==> config.mk <==
export PLATFORM = sky130hd
export DESIGN_NAME = sorted_ready_queue
export DESIGN_NICKNAME = d
export VERILOG_FILES = /design/src/sv/srq_pkg.sv /design/src/sv/sorted_ready_queue.sv
export SDC_FILE = /design/constraint.sdc
export NUM_CORES = 1
export LEC_CHECK = 0
export BUFFER_PORTS_ARGS = -buffer_cell sky130_fd_sc_hd__buf_2
export CORE_UTILIZATION = 47
export CTS_CLUSTER_SIZE = 24
export DETAILED_ROUTE_END_ITERATION = 6
export HOLD_SLACK_MARGIN = 0.02
export PLACE_DENSITY = 0.65
export SLEW_MARGIN = 10
export SYNTH_ARGS = -nofsm -noshare
export SYNTH_HDL_FRONTEND = slang
export SYNTH_SLANG_ARGS = --single-unit
==> constraint.sdc <==
create_clock -name aclk -period 6.1 [get_ports aclk]
set_input_delay 1.22 -clock aclk [delete_from_list [all_inputs] [get_ports aclk]]
set_output_delay 1.22 -clock aclk [all_outputs]
set_load 0.02 [all_outputs]
==> src/sv/srq_pkg.sv <==
// types, codes and ordering function shared by the sorted ready queue files
package srq_pkg;

    typedef struct packed {
        logic [7:0]  id;
        logic [15:0] arrival;
        logic [15:0] burst;
        logic [7:0]  prio;
    } entry_t;

    localparam logic [1:0] CMD_ADD    = 2'd0;
    localparam logic [1:0] CMD_POP    = 2'd1;
    localparam logic [1:0] CMD_REMOVE = 2'd2;

    localparam logic [1:0] ST_OK       = 2'd0;
    localparam logic [1:0] ST_FULL     = 2'd1;
    localparam logic [1:0] ST_EMPTY    = 2'd2;
    localparam logic [1:0] ST_NOTFOUND = 2'd3;

    localparam logic [1:0] MODE_UNSORTED = 2'd0;
    localparam logic [1:0] MODE_ARRIVAL  = 2'd1;
    localparam logic [1:0] MODE_BURST    = 2'd2;
    localparam logic [1:0] MODE_PRIORITY = 2'd3;

    // stored entry orders strictly ahead of the new one
    function automatic logic stored_before(input entry_t stored, input entry_t fresh,
                                           input logic [1:0] mode);
        logic res;
        unique case (mode)
            MODE_ARRIVAL: begin
                res = (stored.arrival < fresh.arrival) ||
                      ((stored.arrival == fresh.arrival) && (stored.burst < fresh.burst));
            end
            MODE_BURST: begin
                res = (stored.burst < fresh.burst) ||
                      ((stored.burst == fresh.burst) && (stored.arrival < fresh.arrival));
            end
            MODE_PRIORITY: begin
                res = stored.prio < fresh.prio;
            end
            default: begin
                res = 1'b0;
            end
        endcase
        return res;
    endfunction

endpackage

==> src/sv/sorted_ready_queue.sv <==
// Ordered task queue held in one single-port-read memory of DEPTH entries and walked by a
// small sequencer, one entry per clock, with one shared key comparator. An add in a sorted
// mode scans the stored entries for its place, then moves the entries from there down by
// one; an add in unsorted mode or into an empty queue skips the scan and goes in at the
// head. A pop or a remove walks all held entries, and a dropped add, an empty pop or any
// other request goes straight to the result. The memory read port and the single
// comparator set how long each request takes. One request is worked on at a time; s_ready
// is high only while the sequencer is idle, and a finished result waits in the output
// register while the next request is taken in; that request then holds in its last step
// until the waiting result is taken.
// sort_mode changes only the placement of later adds; stored entries keep their order.
module sorted_ready_queue
    import srq_pkg::*;
#(
    parameter int DEPTH = 16
) (
    input  logic        aclk,
    input  logic        aresetn,
    input  logic        cfg_wr_en,
    input  logic [1:0]  cfg_wr_data,
    input  logic        s_valid,
    output logic        s_ready,
    input  logic [1:0]  s_cmd,
    input  logic [7:0]  s_task_id,
    input  logic [15:0] s_arrival_time,
    input  logic [15:0] s_burst_time,
    input  logic [7:0]  s_task_priority,
    output logic        m_valid,
    input  logic        m_ready,
    output logic        m_out_valid,
    output logic [7:0]  m_out_id,
    output logic [15:0] m_out_arrival,
    output logic [15:0] m_out_burst,
    output logic [7:0]  m_out_priority,
    output logic [1:0]  m_status,
    output logic [4:0]  m_occupancy
);

    localparam int AW = $clog2(DEPTH);
    localparam int CW = $clog2(DEPTH + 1);
    localparam logic [CW-1:0] DEPTH_C = CW'(DEPTH);

    typedef enum logic [2:0] {
        S_IDLE,
        S_SCAN,
        S_SHIFT,
        S_POP,
        S_REMOVE,
        S_FINISH
    } state_t;

    state_t          state_reg;
    logic [1:0]      sort_mode_reg;
    logic [CW-1:0]   count_reg;
    logic [CW-1:0]   rp_reg;
    logic [CW-1:0]   pos_reg;
    logic [CW-1:0]   kept_reg;
    logic            pipe_reg;
    entry_t          req_reg;
    entry_t          rdata_reg;
    logic            res_valid_reg;
    entry_t          res_entry_reg;
    logic [1:0]      res_status_reg;
    logic            m_valid_reg;
    logic            m_out_valid_reg;
    entry_t          m_entry_reg;
    logic [1:0]      m_status_reg;
    logic [4:0]      m_occupancy_reg;

    entry_t          entry_mem [DEPTH];

    logic [CW-1:0]   rp_inc;
    logic [CW-1:0]   rp_dec;
    logic [CW-1:0]   rp_dec2;
    logic            mem_we;
    logic [AW-1:0]   mem_waddr;
    logic [AW-1:0]   mem_raddr;
    entry_t          mem_wdata;
    logic            id_match;
    logic            ahead;
    entry_t          s_entry;

    assign rp_inc   = rp_reg + 1'b1;
    assign rp_dec   = rp_reg - 1'b1;
    assign rp_dec2  = rp_reg - 2'd2;
    assign id_match = rdata_reg.id == req_reg.id;
    assign ahead    = stored_before(rdata_reg, req_reg, sort_mode_reg);
    assign s_entry  = '{id: s_task_id, arrival: s_arrival_time, burst: s_burst_time,
                        prio: s_task_priority};

    // memory port control
    always_comb begin
        mem_we    = 1'b0;
        mem_waddr = '0;
        mem_wdata = rdata_reg;
        mem_raddr = rp_reg[AW-1:0];
        unique case (state_reg)
            S_SHIFT: begin
                mem_raddr = rp_dec[AW-1:0];
                if (pipe_reg) begin
                    mem_we    = 1'b1;
                    mem_waddr = rp_inc[AW-1:0];
                end else if (rp_reg == pos_reg) begin
                    mem_we    = 1'b1;
                    mem_waddr = pos_reg[AW-1:0];
                    mem_wdata = req_reg;
                end
            end
            S_POP: begin
                if (pipe_reg && (rp_dec != '0)) begin
                    mem_we    = 1'b1;
                    mem_waddr = rp_dec2[AW-1:0];
                end
            end
            S_REMOVE: begin
                if (pipe_reg && !id_match) begin
                    mem_we    = 1'b1;
                    mem_waddr = kept_reg[AW-1:0];
                end
            end
            default: begin
                mem_we = 1'b0;
            end
        endcase
    end

    always_ff @(posedge aclk) begin
        if (mem_we) begin
            entry_mem[mem_waddr] <= mem_wdata;
        end
        rdata_reg <= entry_mem[mem_raddr];
    end

    always_ff @(posedge aclk) begin
        if (!aresetn) begin
            state_reg     <= S_IDLE;
            sort_mode_reg <= MODE_UNSORTED;
            count_reg     <= '0;
            pipe_reg      <= 1'b0;
            m_valid_reg   <= 1'b0;
        end else begin
            if (cfg_wr_en) begin
                sort_mode_reg <= cfg_wr_data;
            end
            if (m_valid_reg && m_ready && (state_reg != S_FINISH)) begin
                m_valid_reg <= 1'b0;
            end
            unique case (state_reg)
                S_IDLE: begin
                    if (s_valid) begin
                        req_reg        <= s_entry;
                        kept_reg       <= '0;
                        pipe_reg       <= 1'b0;
                        res_valid_reg  <= 1'b0;
                        res_entry_reg  <= '0;
                        unique case (s_cmd)
                            CMD_ADD: begin
                                if (count_reg >= DEPTH_C) begin
                                    rp_reg         <= '0;
                                    res_status_reg <= ST_FULL;
                                    state_reg      <= S_FINISH;
                                end else if ((sort_mode_reg == MODE_UNSORTED) ||
                                             (count_reg == '0)) begin
                                    pos_reg        <= '0;
                                    rp_reg         <= count_reg;
                                    res_status_reg <= ST_OK;
                                    state_reg      <= S_SHIFT;
                                end else begin
                                    rp_reg         <= '0;
                                    res_status_reg <= ST_OK;
                                    state_reg      <= S_SCAN;
                                end
                            end
                            CMD_POP: begin
                                rp_reg <= '0;
                                if (count_reg == '0) begin
                                    res_status_reg <= ST_EMPTY;
                                    state_reg      <= S_FINISH;
                                end else begin
                                    res_status_reg <= ST_OK;
                                    state_reg      <= S_POP;
                                end
                            end
                            CMD_REMOVE: begin
                                rp_reg         <= '0;
                                res_status_reg <= ST_OK;
                                state_reg      <= S_REMOVE;
                            end
                            default: begin
                                rp_reg         <= '0;
                                res_status_reg <= ST_OK;
                                state_reg      <= S_FINISH;
                            end
                        endcase
                    end
                end
                S_SCAN: begin
                    if (pipe_reg && (!ahead || (rp_reg == count_reg))) begin
                        pos_reg   <= ahead ? count_reg : rp_dec;
                        rp_reg    <= count_reg;
                        pipe_reg  <= 1'b0;
                        state_reg <= S_SHIFT;
                    end else if (rp_reg < count_reg) begin
                        rp_reg   <= rp_inc;
                        pipe_reg <= 1'b1;
                    end else begin
                        pipe_reg <= 1'b0;
                    end
                end
                S_SHIFT: begin
                    if (rp_reg > pos_reg) begin
                        rp_reg   <= rp_dec;
                        pipe_reg <= 1'b1;
                    end else begin
                        pipe_reg <= 1'b0;
                    end
                    if (!pipe_reg && (rp_reg == pos_reg)) begin
                        count_reg <= count_reg + 1'b1;
                        state_reg <= S_FINISH;
                    end
                end
                S_POP: begin
                    if (rp_reg < count_reg) begin
                        rp_reg   <= rp_inc;
                        pipe_reg <= 1'b1;
                    end else begin
                        pipe_reg <= 1'b0;
                    end
                    if (pipe_reg && (rp_dec == '0)) begin
                        res_valid_reg <= 1'b1;
                        res_entry_reg <= rdata_reg;
                    end
                    if (!pipe_reg && (rp_reg == count_reg)) begin
                        count_reg <= count_reg - 1'b1;
                        state_reg <= S_FINISH;
                    end
                end
                S_REMOVE: begin
                    if (rp_reg < count_reg) begin
                        rp_reg   <= rp_inc;
                        pipe_reg <= 1'b1;
                    end else begin
                        pipe_reg <= 1'b0;
                    end
                    if (pipe_reg && !id_match) begin
                        kept_reg <= kept_reg + 1'b1;
                    end
                    if (!pipe_reg && (rp_reg == count_reg)) begin
                        if (kept_reg == count_reg) begin
                            res_status_reg <= ST_NOTFOUND;
                        end
                        count_reg <= kept_reg;
                        state_reg <= S_FINISH;
                    end
                end
                S_FINISH: begin
                    if (!m_valid_reg || m_ready) begin
                        m_valid_reg     <= 1'b1;
                        m_out_valid_reg <= res_valid_reg;
                        m_entry_reg     <= res_entry_reg;
                        m_status_reg    <= res_status_reg;
                        m_occupancy_reg <= 5'(count_reg);
                        state_reg       <= S_IDLE;
                    end
                end
                default: begin
                    state_reg <= S_IDLE;
                end
            endcase
        end
    end

    assign s_ready        = state_reg == S_IDLE;
    assign m_valid        = m_valid_reg;
    assign m_out_valid    = m_out_valid_reg;
    assign m_out_id       = m_entry_reg.id;
    assign m_out_arrival  = m_entry_reg.arrival;
    assign m_out_burst    = m_entry_reg.burst;
    assign m_out_priority = m_entry_reg.prio;
    assign m_status       = m_status_reg;
    assign m_occupancy    = m_occupancy_reg;

endmodule

==> flow_summary.toml, run 1 <==
[run_status]
status = "completed"

[cells_and_area]
fill_cells = 6168
multi_input_area_um2 = 9238
seq_area_um2 = 29370
fin_area_um2 = 44210
syn2layout_area_growth_pct = 13.18
fin_nets = 2156
top_register = "entry_mem"
layout-drive-gt1-share = 0.2939
largest_reg_flops = 768

[run]
cap_violations = 0

[grt]
antenna_found_initial = 11
grt_pass1_wl_um = 132300
grt_pass1_vias = 19250
grt_usage = 0.2161
grt_overflow = 0
grt_max_degree = 129

[yosys]
ys_types = 76
syn_nets = 1990
netlist_area_um2 = 39060
synth.yosys.warnings = 0
postSynthAreaPerCell_um2 = 20.86
ys_seq_elements = 998
synthFlopType = "edfxtp_1"
netlist_instances = 1872
ys_async_sr_fraction = 0
synth_seq_area_share = 0.7519
synth-edff-count = 938

[power_and_ir_drop]
power_mw = 22.16
ir_drop_uv = 435.7
power_density_nw_per_um2 = 501.3
p_leak_nw = 14.66

[die]
core_um2 = 82110
dieArea_um2 = 84260
die_w_um = 290.3
start_util = 0.4757
num_rows = 105
dieHeight_um = 290.3
io_pins = 115

[sta]
rsz0062_at_grt = "no"
slew_headroom = 0.1443
period_share = 0.7339
hold_viol_final = 0
final-setup-viol-count = 0
timing.hold.ws_ns = 0.4172
worstMarginPinSlew_ns = 1.280
fin_setup_tns_ns = 0
max_freq_mhz = 223.4
finalMaxSlewViolations = 0
period_needed_ns = 4.477
clock_skew_ns = 0.02408

[worst_setup_path]
reg2reg_to = "entry_mem[14][20]"
crit_required_ns = 6.38
crit_cells = 9
critPathMaxStageDelay_ns = 0.64
startpoint = "state_reg[1]"
cp.buffers_inverters = 3
endpoint_kind = "register"
crit_chain = "inv_1, nor2_4, buf_4, nand2_1, nor3_2, a221o_1, nand2_1, nor2_4, buf_4"
reg2reg_from = "state_reg[1]"
critPathLaunchType = "register"
crit_arrival_ns = 4.76
path_max_fanout = 49
path_delay_family = "simple AND/OR/NAND/NOR gates"
critical_path.endpoint = "entry_mem[14][20]"
rr_worst_depth = 9
r2r_slack_ns = 1.62
worstSetupPathType = "register to register"
slowest_stage = "dfxtp_1"

[detailed_routing]
wl_per_cell_um = 28.10
drt_iter0_drc = 2159
vias_per_cell = 5.949
route.vias.total = 19010
drc = 0
drt-pass1-iter-count = 5
routed_wl_um = 89770
postRouteAntennaNets = 0

[place]
io_buffers = 114
routabilityCongestion = 0.8808
hpwl_um = 54830
place_area_um2 = 41100

[min_path]
hp-class = "register to register"
holdPathStages = 0
min-delay-start = "res_entry_reg[29]"

[cts]
clk_latency_ns = 0.66
clk_pin_slew_worst_paths_ns = 0.06
cts_resized = 0
cts_root_buf = "clkbuf_16"
cts_hold_buf = 0
ctsHtreeMaxLevel = 3
cts_sinks = 998
tritoncts.num_buffers = 101
post-cts-setup-buffer-count = 0
clockBufferDepth = 3
cts_tree = "done"
==> stage by stage <==
step,setup WS [ns],util,cells
final,1.623,0.5384,3195
after detailed placement,1.668,0.5005,3005
after global routing,1.343,0.5383,3193
after global placement,1.549,0.5004,3005
after floorplan,1.311,-,1872
after CTS,1.630,0.5383,3193
==> kinds of logic (layout without fill, tap and decap cells) <==
kind of cell / after synthesis / after routing / synth area share
DFF: 998 / 998 / 0.7519
muxes: 295 / 295 / 0.1540
other: 0 / 2 / 0
buffers and inverters: 148 / 399 / 0.01717
xor gates and xnor gates: 31 / 31 / 0.006951
adders and majority gates: 61 / 61 / 0.01973
and+or+nand+nor: 226 / 226 / 0.02976
AOI/OAI and AO/OA: 113 / 113 / 0.02053
==> where the power goes <==
| group | leakage (nW) | internal [mW] | switching [mW] |
|---|---|---|---|
| clock network | 1.51 | 3.25 | 2.55 |
| logic | 4.17 | 3.11 | 4.11 |
| registers | 8.98 | 8.75 | 0.388 |
| total | 14.7 | 15.1 | 7.04 |
==> layout make-up <==
cell class	instances	area share
clock inverter	54	0.009085
antenna	2	0.0001132
timing repair buffer	149	0.02083
inverter	62	0.005264
multi-input combinational	726	0.2090
clock buffer	134	0.06111
tap	1070	0.03028
sequential	998	0.6644
==> synthesized netlist by cell type, drive strengths merged (9+ instances only) <==
cell type,n,share of area
edfxtp,938,0.72
mux4,240,0.14
nor2,68,0.0066
inv,62,0.0060
dfxtp,60,0.031
ha,60,0.019
buf,57,0.0077
and3,52,0.0084
mux2,46,0.013
nand2,43,0.0041
clkbuf,29,0.0036
a21oi,25,0.0032
xor2,23,0.0052
o21ai,19,0.0024
a211oi,12,0.0023
nand4,11,0.0021
mux2i,9,0.0023
nor2b,9,0.0014
nor3,9,0.0013
==> placed cells by master (no fill, tap or decap), types with 12 or more instances in the layout <==
cell | netlist | final
edfxtp_1 | 938 | 938
mux4_2 | 240 | 240
buf_2 | 35 | 114
clkbuf_16 | 0 | 101
inv_1 | 61 | 61
ha_1 | 60 | 59
dfxtp_1 | 60 | 59
and3_1 | 51 | 50
nor2_1 | 67 | 48
mux2_2 | 46 | 46
nand2_1 | 43 | 43
clkbuf_1 | 26 | 28
buf_4 | 6 | 28
a21oi_1 | 25 | 24
xor2_1 | 23 | 22
clkinv_2 | 0 | 21
nor2_4 | 0 | 19
clkinv_1 | 0 | 18
o21ai_0 | 16 | 16
a211oi_1 | 12 | 12
==> worst min-delay path by stage <==
stage / to / slack, ns
5_1_grt: m_out_arrival[5] / 0.43
3_5_place_dp: m_out_arrival[5] / 0.40
4_1_cts: m_out_arrival[5] / 0.42
2_1_floorplan: m_out_arrival[0] / 0.40
3_3_place_gp: m_out_arrival[11] / 0.40
6_report: m_out_arrival[5] / 0.42
==> routing by layer <==
layer	global-route usage	wire [µm]	up-vias
li1	-	-	8035
met1	0.3282	38960	9987
met2	0.3099	39620	870
met3	0.05414	9103	114
met4	0.06188	2088	0
met5	0	0	-
(Power assumes the default switching activity.)
==> inputs of run 2 (changes only) <==
==> constraint.sdc (replaced) <==
create_clock -name aclk -period 4.3 [get_ports aclk]
set_input_delay 0.86 -clock aclk [delete_from_list [all_inputs] [get_ports aclk]]
set_output_delay 0.86 -clock aclk [all_outputs]
set_load 0.02 [all_outputs]
==> flow_summary.toml, run 2 (same netlist as run 1, synthesis figures left out) <==
[grt]
antenna_found_initial = 5
grt_usage = 0.2110
grt_overflow = 0
grt_pass1_wl_um = 130400
grt_max_degree = 54
grt_pass1_vias = 19820

[detailed_routing]
routed.top_layer = "met4"
drc = 0
routed_wl_um = 87240
wl_per_cell_um = 27.07
route.vias.total = 19030
drt_iter0_drc = 1753
wl_met1_um = 37320
vias_per_cell = 5.904
drt-pass1-iter-count = 5
met2_length_um = 41600
wl_met3_um = 5666
postRouteAntennaNets = 0

[run_status]
status = "completed"

[power_and_ir_drop]
p_leak_nw = 15.00
ir_drop_uv = 368.7
power_density_nw_per_um2 = 703.1

[sta]
finalMaxSlewViolations = 0
slew_headroom = 0.3502
timing.hold.ws_ns = 0.3649
period_share = 0.8856
fin_ws_ns = 0.4918
clock_skew_ns = 0.03622
worstMarginPinSlew_ns = 0.9673
rsz0062_at_grt = "no"
final-setup-viol-count = 0
hold_viol_final = 0
period_needed_ns = 3.808
max_freq_mhz = 262.6

[cts]
clockBufferDepth = 3
clk_latency_ns = 0.67
cts_hold_buf = 0
tritoncts.num_buffers = 101
ctsHtreeMaxLevel = 3
clk_pin_slew_worst_paths_ns = 0.06
cts_tree = "done"
post-cts-setup-buffer-count = 0
cts_resized = 0
cts_sinks = 998
cts_root_buf = "clkbuf_16"

[die]
dieHeight_um = 290.3
die_w_um = 290.3
num_rows = 105
io_pins = 115
dieArea_um2 = 84260
start_util = 0.4757
core_um2 = 82110

[cells_and_area]
final_common_cell = "edfxtp_1"
fin_nets = 2184
final_cell_mix = "edfxtp_1 (938), mux4_2 (240), buf_2 (114)"
largest_reg_flops = 768
top_register = "entry_mem"
syn2layout_area_growth_pct = 15.01
layout-drive-gt1-share = 0.3058

[run]
cap_violations = 0

[place]
dpl_worst_slack_ns = 0.5598
io_buffers = 114
routabilityCongestion = 0.8889
hpwl_um = 50440

[worst_setup_path]
crit_required_ns = 4.59
endpoint_kind = "register"
critPathLaunchType = "register"
worstSetupPathType = "register to register"
path_max_fanout = 21
crit_arrival_ns = 4.10

[min_path]
hp-class = "input port to register"
## run 2: cell count changes in the layout (fill, tap and decap cells not counted), moves of 2 or more
cell	previous run	this run
buf_12	7	27
buf_4	28	36
bufinv_16	3	10
clkbuf_1	28	23
clkbuf_8	5	11
clkinv_1	18	16
clkinv_2	21	16
clkinv_4	0	3
clkinvlp_4	5	2
inv_6	4	2
nor4_1	1	3
nor4_2	3	1
## run 2: layout make-up
| type | instances | area (µm²) |
|---|---|---|
| fillers | 6146 | 37190 |
| flip-flops and latches | 998 | 29370 |
| multi-input cells | 726 | 9225 |
| clock buffers | 136 | 2790 |
| repair buffers | 177 | 1381 |
| well taps | 1070 | 1339 |
| clock inverters | 53 | 581.8 |
| inverters | 62 | 232.7 |
| diodes | 1 | 2.502 |
## run 2: final timing paths
kind / start / to / slack (ns) / cells past startpoint
worst min register to register: res_entry_reg[28] / m_out_arrival[4] / 0.41 / 0
worst min-delay path: s_task_id[5] / req_reg[45] / 0.36 / 1
worst max register to register: rp_reg[1] / entry_mem[7][35] / 0.49 / 11
worst max-delay path: rp_reg[1] / entry_mem[7][35] / 0.49 / 11
## run 2: power by group
| part | leakage [nW] | switching, mW | internal [mW] |
|---|---|---|---|
| clock network | 1.65 | 3.63 | 5.17 |
| logic | 4.38 | 5.39 | 4.58 |
| registers | 8.98 | 0.408 | 12.4 |
| total | 15.0 | 9.43 | 22.2 |
## run 2: metrics by stage
step                      total power [mW]  TNS (ns)  cell area, µm²  std cells    util
after floorplan                      20.05   -191.16           39080       1872       -
final                                31.59         0           44920       3223  0.5471
after detailed placement             23.10         0           41550       3033  0.5060
after CTS                            31.93         0           44920       3222  0.5471
after global routing                 32.97         0           44920       3222  0.5471
after global placement               22.89         0           41550       3033  0.5060
## run 2: layer usage
metal,vias up,GRT usage
met5,-,0
met4,0,0.07525
met2,703,0.3304
met3,139,0.03380
li1,8098,-
met1,10090,0.3022
## run 2: worst max-delay path: stages, from the launching register on
cell      delay, ns
edfxtp_1       0.51
inv_1          0.29
ha_1           0.24
a21boi_2       0.20
xor2_1         0.12
nor4b_1        0.44
nor3_2         0.15
a221o_1        0.40
nor2_1         0.19
nand2_1        0.26
nor2_4         0.20
buf_4          0.41
==> inputs of run 3 (changes only) <==
--- a/config.mk
+++ b/config.mk
@@ -6,11 +6,11 @@
 export NUM_CORES = 1
 export LEC_CHECK = 0
 export BUFFER_PORTS_ARGS = -buffer_cell sky130_fd_sc_hd__buf_2
-export CORE_UTILIZATION = 47
+export CORE_UTILIZATION = 30
 export CTS_CLUSTER_SIZE = 24
 export DETAILED_ROUTE_END_ITERATION = 6
 export HOLD_SLACK_MARGIN = 0.02
-export PLACE_DENSITY = 0.65
+export PLACE_DENSITY = 0.48
 export SLEW_MARGIN = 10
 export SYNTH_ARGS = -nofsm -noshare
 export SYNTH_HDL_FRONTEND = slang
==> constraint.sdc (replaced) <==
create_clock -name aclk -period 3.19 [get_ports aclk]
set_input_delay 0.638 -clock aclk [delete_from_list [all_inputs] [get_ports aclk]]
set_output_delay 0.638 -clock aclk [all_outputs]
set_load 0.02 [all_outputs]
==> flow_summary.toml, run 3 (same netlist as run 1, synthesis figures left out) <==
[run_status]
status = "completed"

[cts]
cts_hold_buf = 0
clk_pin_slew_worst_paths_ns = 0.06
cts_sinks = 998
clockBufferDepth = 3
clk_latency_ns = 0.71
tritoncts.num_buffers = 108
ctsHtreeMaxLevel = 3
cts_root_buf = "clkbuf_16"
cts_tree = "done"

[power_and_ir_drop]
ir_drop_uv = 514.9
p_leak_nw = 16.07
power_mw = 44.76
power_density_nw_per_um2 = 931.5

[detailed_routing]
drt-pass1-iter-count = 5
vias_per_cell = 4.826
route.vias.total = 19500
wl_per_cell_um = 25.18
drt_iter0_drc = 1617
postRouteAntennaNets = 0
drc = 0
routed_wl_um = 101700

[cells_and_area]
final_common_cell = "edfxtp_1"
final_cell_mix = "edfxtp_1 (938), mux4_2 (240), clkbuf_16 (116)"
fin_cells = 4041
fin_area_um2 = 48050
post-route-util = 0.3716
fin_nets = 2322
layout-drive-gt1-share = 0.3613
syn2layout_area_growth_pct = 23.03
largest_reg_flops = 768
top_register = "entry_mem"

[die]
num_rows = 132
start_util = 0.3020
die_w_um = 362.8
dieArea_um2 = 131600
io_pins = 115
core_um2 = 129300
dieHeight_um = 362.8

[worst_setup_path]
reg2reg_from = "rp_reg[1]"
crit_required_ns = 3.61
critPathMaxStageDelay_ns = 0.49
r2r_slack_ns = 0.006
crit_arrival_ns = 3.60
reg2reg_to = "entry_mem[12][3]"
path_max_fanout = 7
rr_worst_depth = 12
critPathLaunchType = "register"
endpoint_kind = "register"
worstSetupPathType = "register to register"
slowest_stage = "edfxtp_1"
crit_chain = "inv_4, ha_4, a21boi_4, xor2_2, nor4b_2, nor3_2, a221oi_2, inv_2, or2_4, nor2_4, buf_12, clkbuf_16"

[min_path]
holdPathStages = 1
min-delay-start = "s_burst_time[3]"
min_to = "req_reg[11]"
hp-class = "input port to register"

[sta]
worstMarginPinSlew_ns = 0.7542
rsz0062_at_grt = "yes"
hold_viol_final = 0
fin_setup_tns_ns = 0
period_needed_ns = 3.184
slew_headroom = 0.4972
finalMaxSlewViolations = 0
period_share = 0.9980
max_freq_mhz = 314.1
final-setup-viol-count = 0
timing.hold.ws_ns = 0.1030
fin_ws_ns = 0.006236
clock_skew_ns = 0.02743

[place]
place_area_um2 = 43960
routabilityCongestion = 0.8273
hpwl_um = 64200
place_inst = 3811
io_buffers = 114
dpl_worst_slack_ns = -0.3373

[run]
cap_violations = 0

[grt]
grt_usage = 0.1532
grt_overflow = 0
grt_pass1_wl_um = 145600
antenna_found_initial = 3
grt_max_degree = 49
grt_pass1_vias = 20530
==> run 3: cell types whose count changed in the layout (fill, tap and decap cells not counted), sizes merged <==
cell / delta
buf: +125
clkbuf: +14
clkinv: +3
inv: +3
bufinv: -1
clkinvlp: +1
diode: +1
==> run 3: report_power, final <==
| part | internal, mW | switching, mW | leakage [nW] | total, mW |
|---|---|---|---|---|
| Clock | 7.35 | 5.20 | 1.75 | 12.6 |
| Combinational | 7.00 | 7.93 | 5.34 | 14.9 |
| Sequential | 16.7 | 0.550 | 8.98 | 17.3 |
| Total | 31.1 | 13.7 | 16.1 | 44.8 |
==> run 3: worst max-delay path by stage <==
stage / cells past startpoint / to / from
after floorplan: 11 / entry_mem[8][0] / rp_reg[2]
after global placement: 11 / pos_reg[4] / req_reg[23]
after detailed placement: 11 / pos_reg[1] / req_reg[23]
after CTS: 12 / entry_mem[12][39] / rp_reg[2]
after global routing: 12 / entry_mem[12][3] / rp_reg[2]
final: 12 / entry_mem[12][3] / rp_reg[1]
==> run 3: worst max-delay path: cells and delay by family, from the launching register on <==
family          cells  cell delay [ns]
fa+ha+maj           1             0.15
buf+inv             4             0.60
flops               1             0.49
compound gates      2             0.55
simple gates        4             0.98
xor+xnor            1             0.11
==> run 3: layout make-up <==
type                    instances  area (µm²)
fillers                     11800       81270
flip-flops and latches        998       29370
multi-input cells             726        9420
repair buffers                308        3258
clock buffers                 144        3010
well taps                    1742        2180
clock inverters                59       571.8
inverters                      62       237.7
diodes                          2       5.005
==> run 3: timing repair <==
action                     4_1_cts  5_1_grt
setup endpoints to repair      231      546
cloned                           0        7
gates resized for setup          7       20
pin swaps                        7       18
buffers inserted                 5       13
==> run 3: metal layers <==
layer / GRT usage / part of all wire
met4: 0.04774 / 0.024
met1: 0.2149 / 0.45
met5: 0 / 0.00033
met2: 0.2365 / 0.46
met3: 0.03337 / 0.061
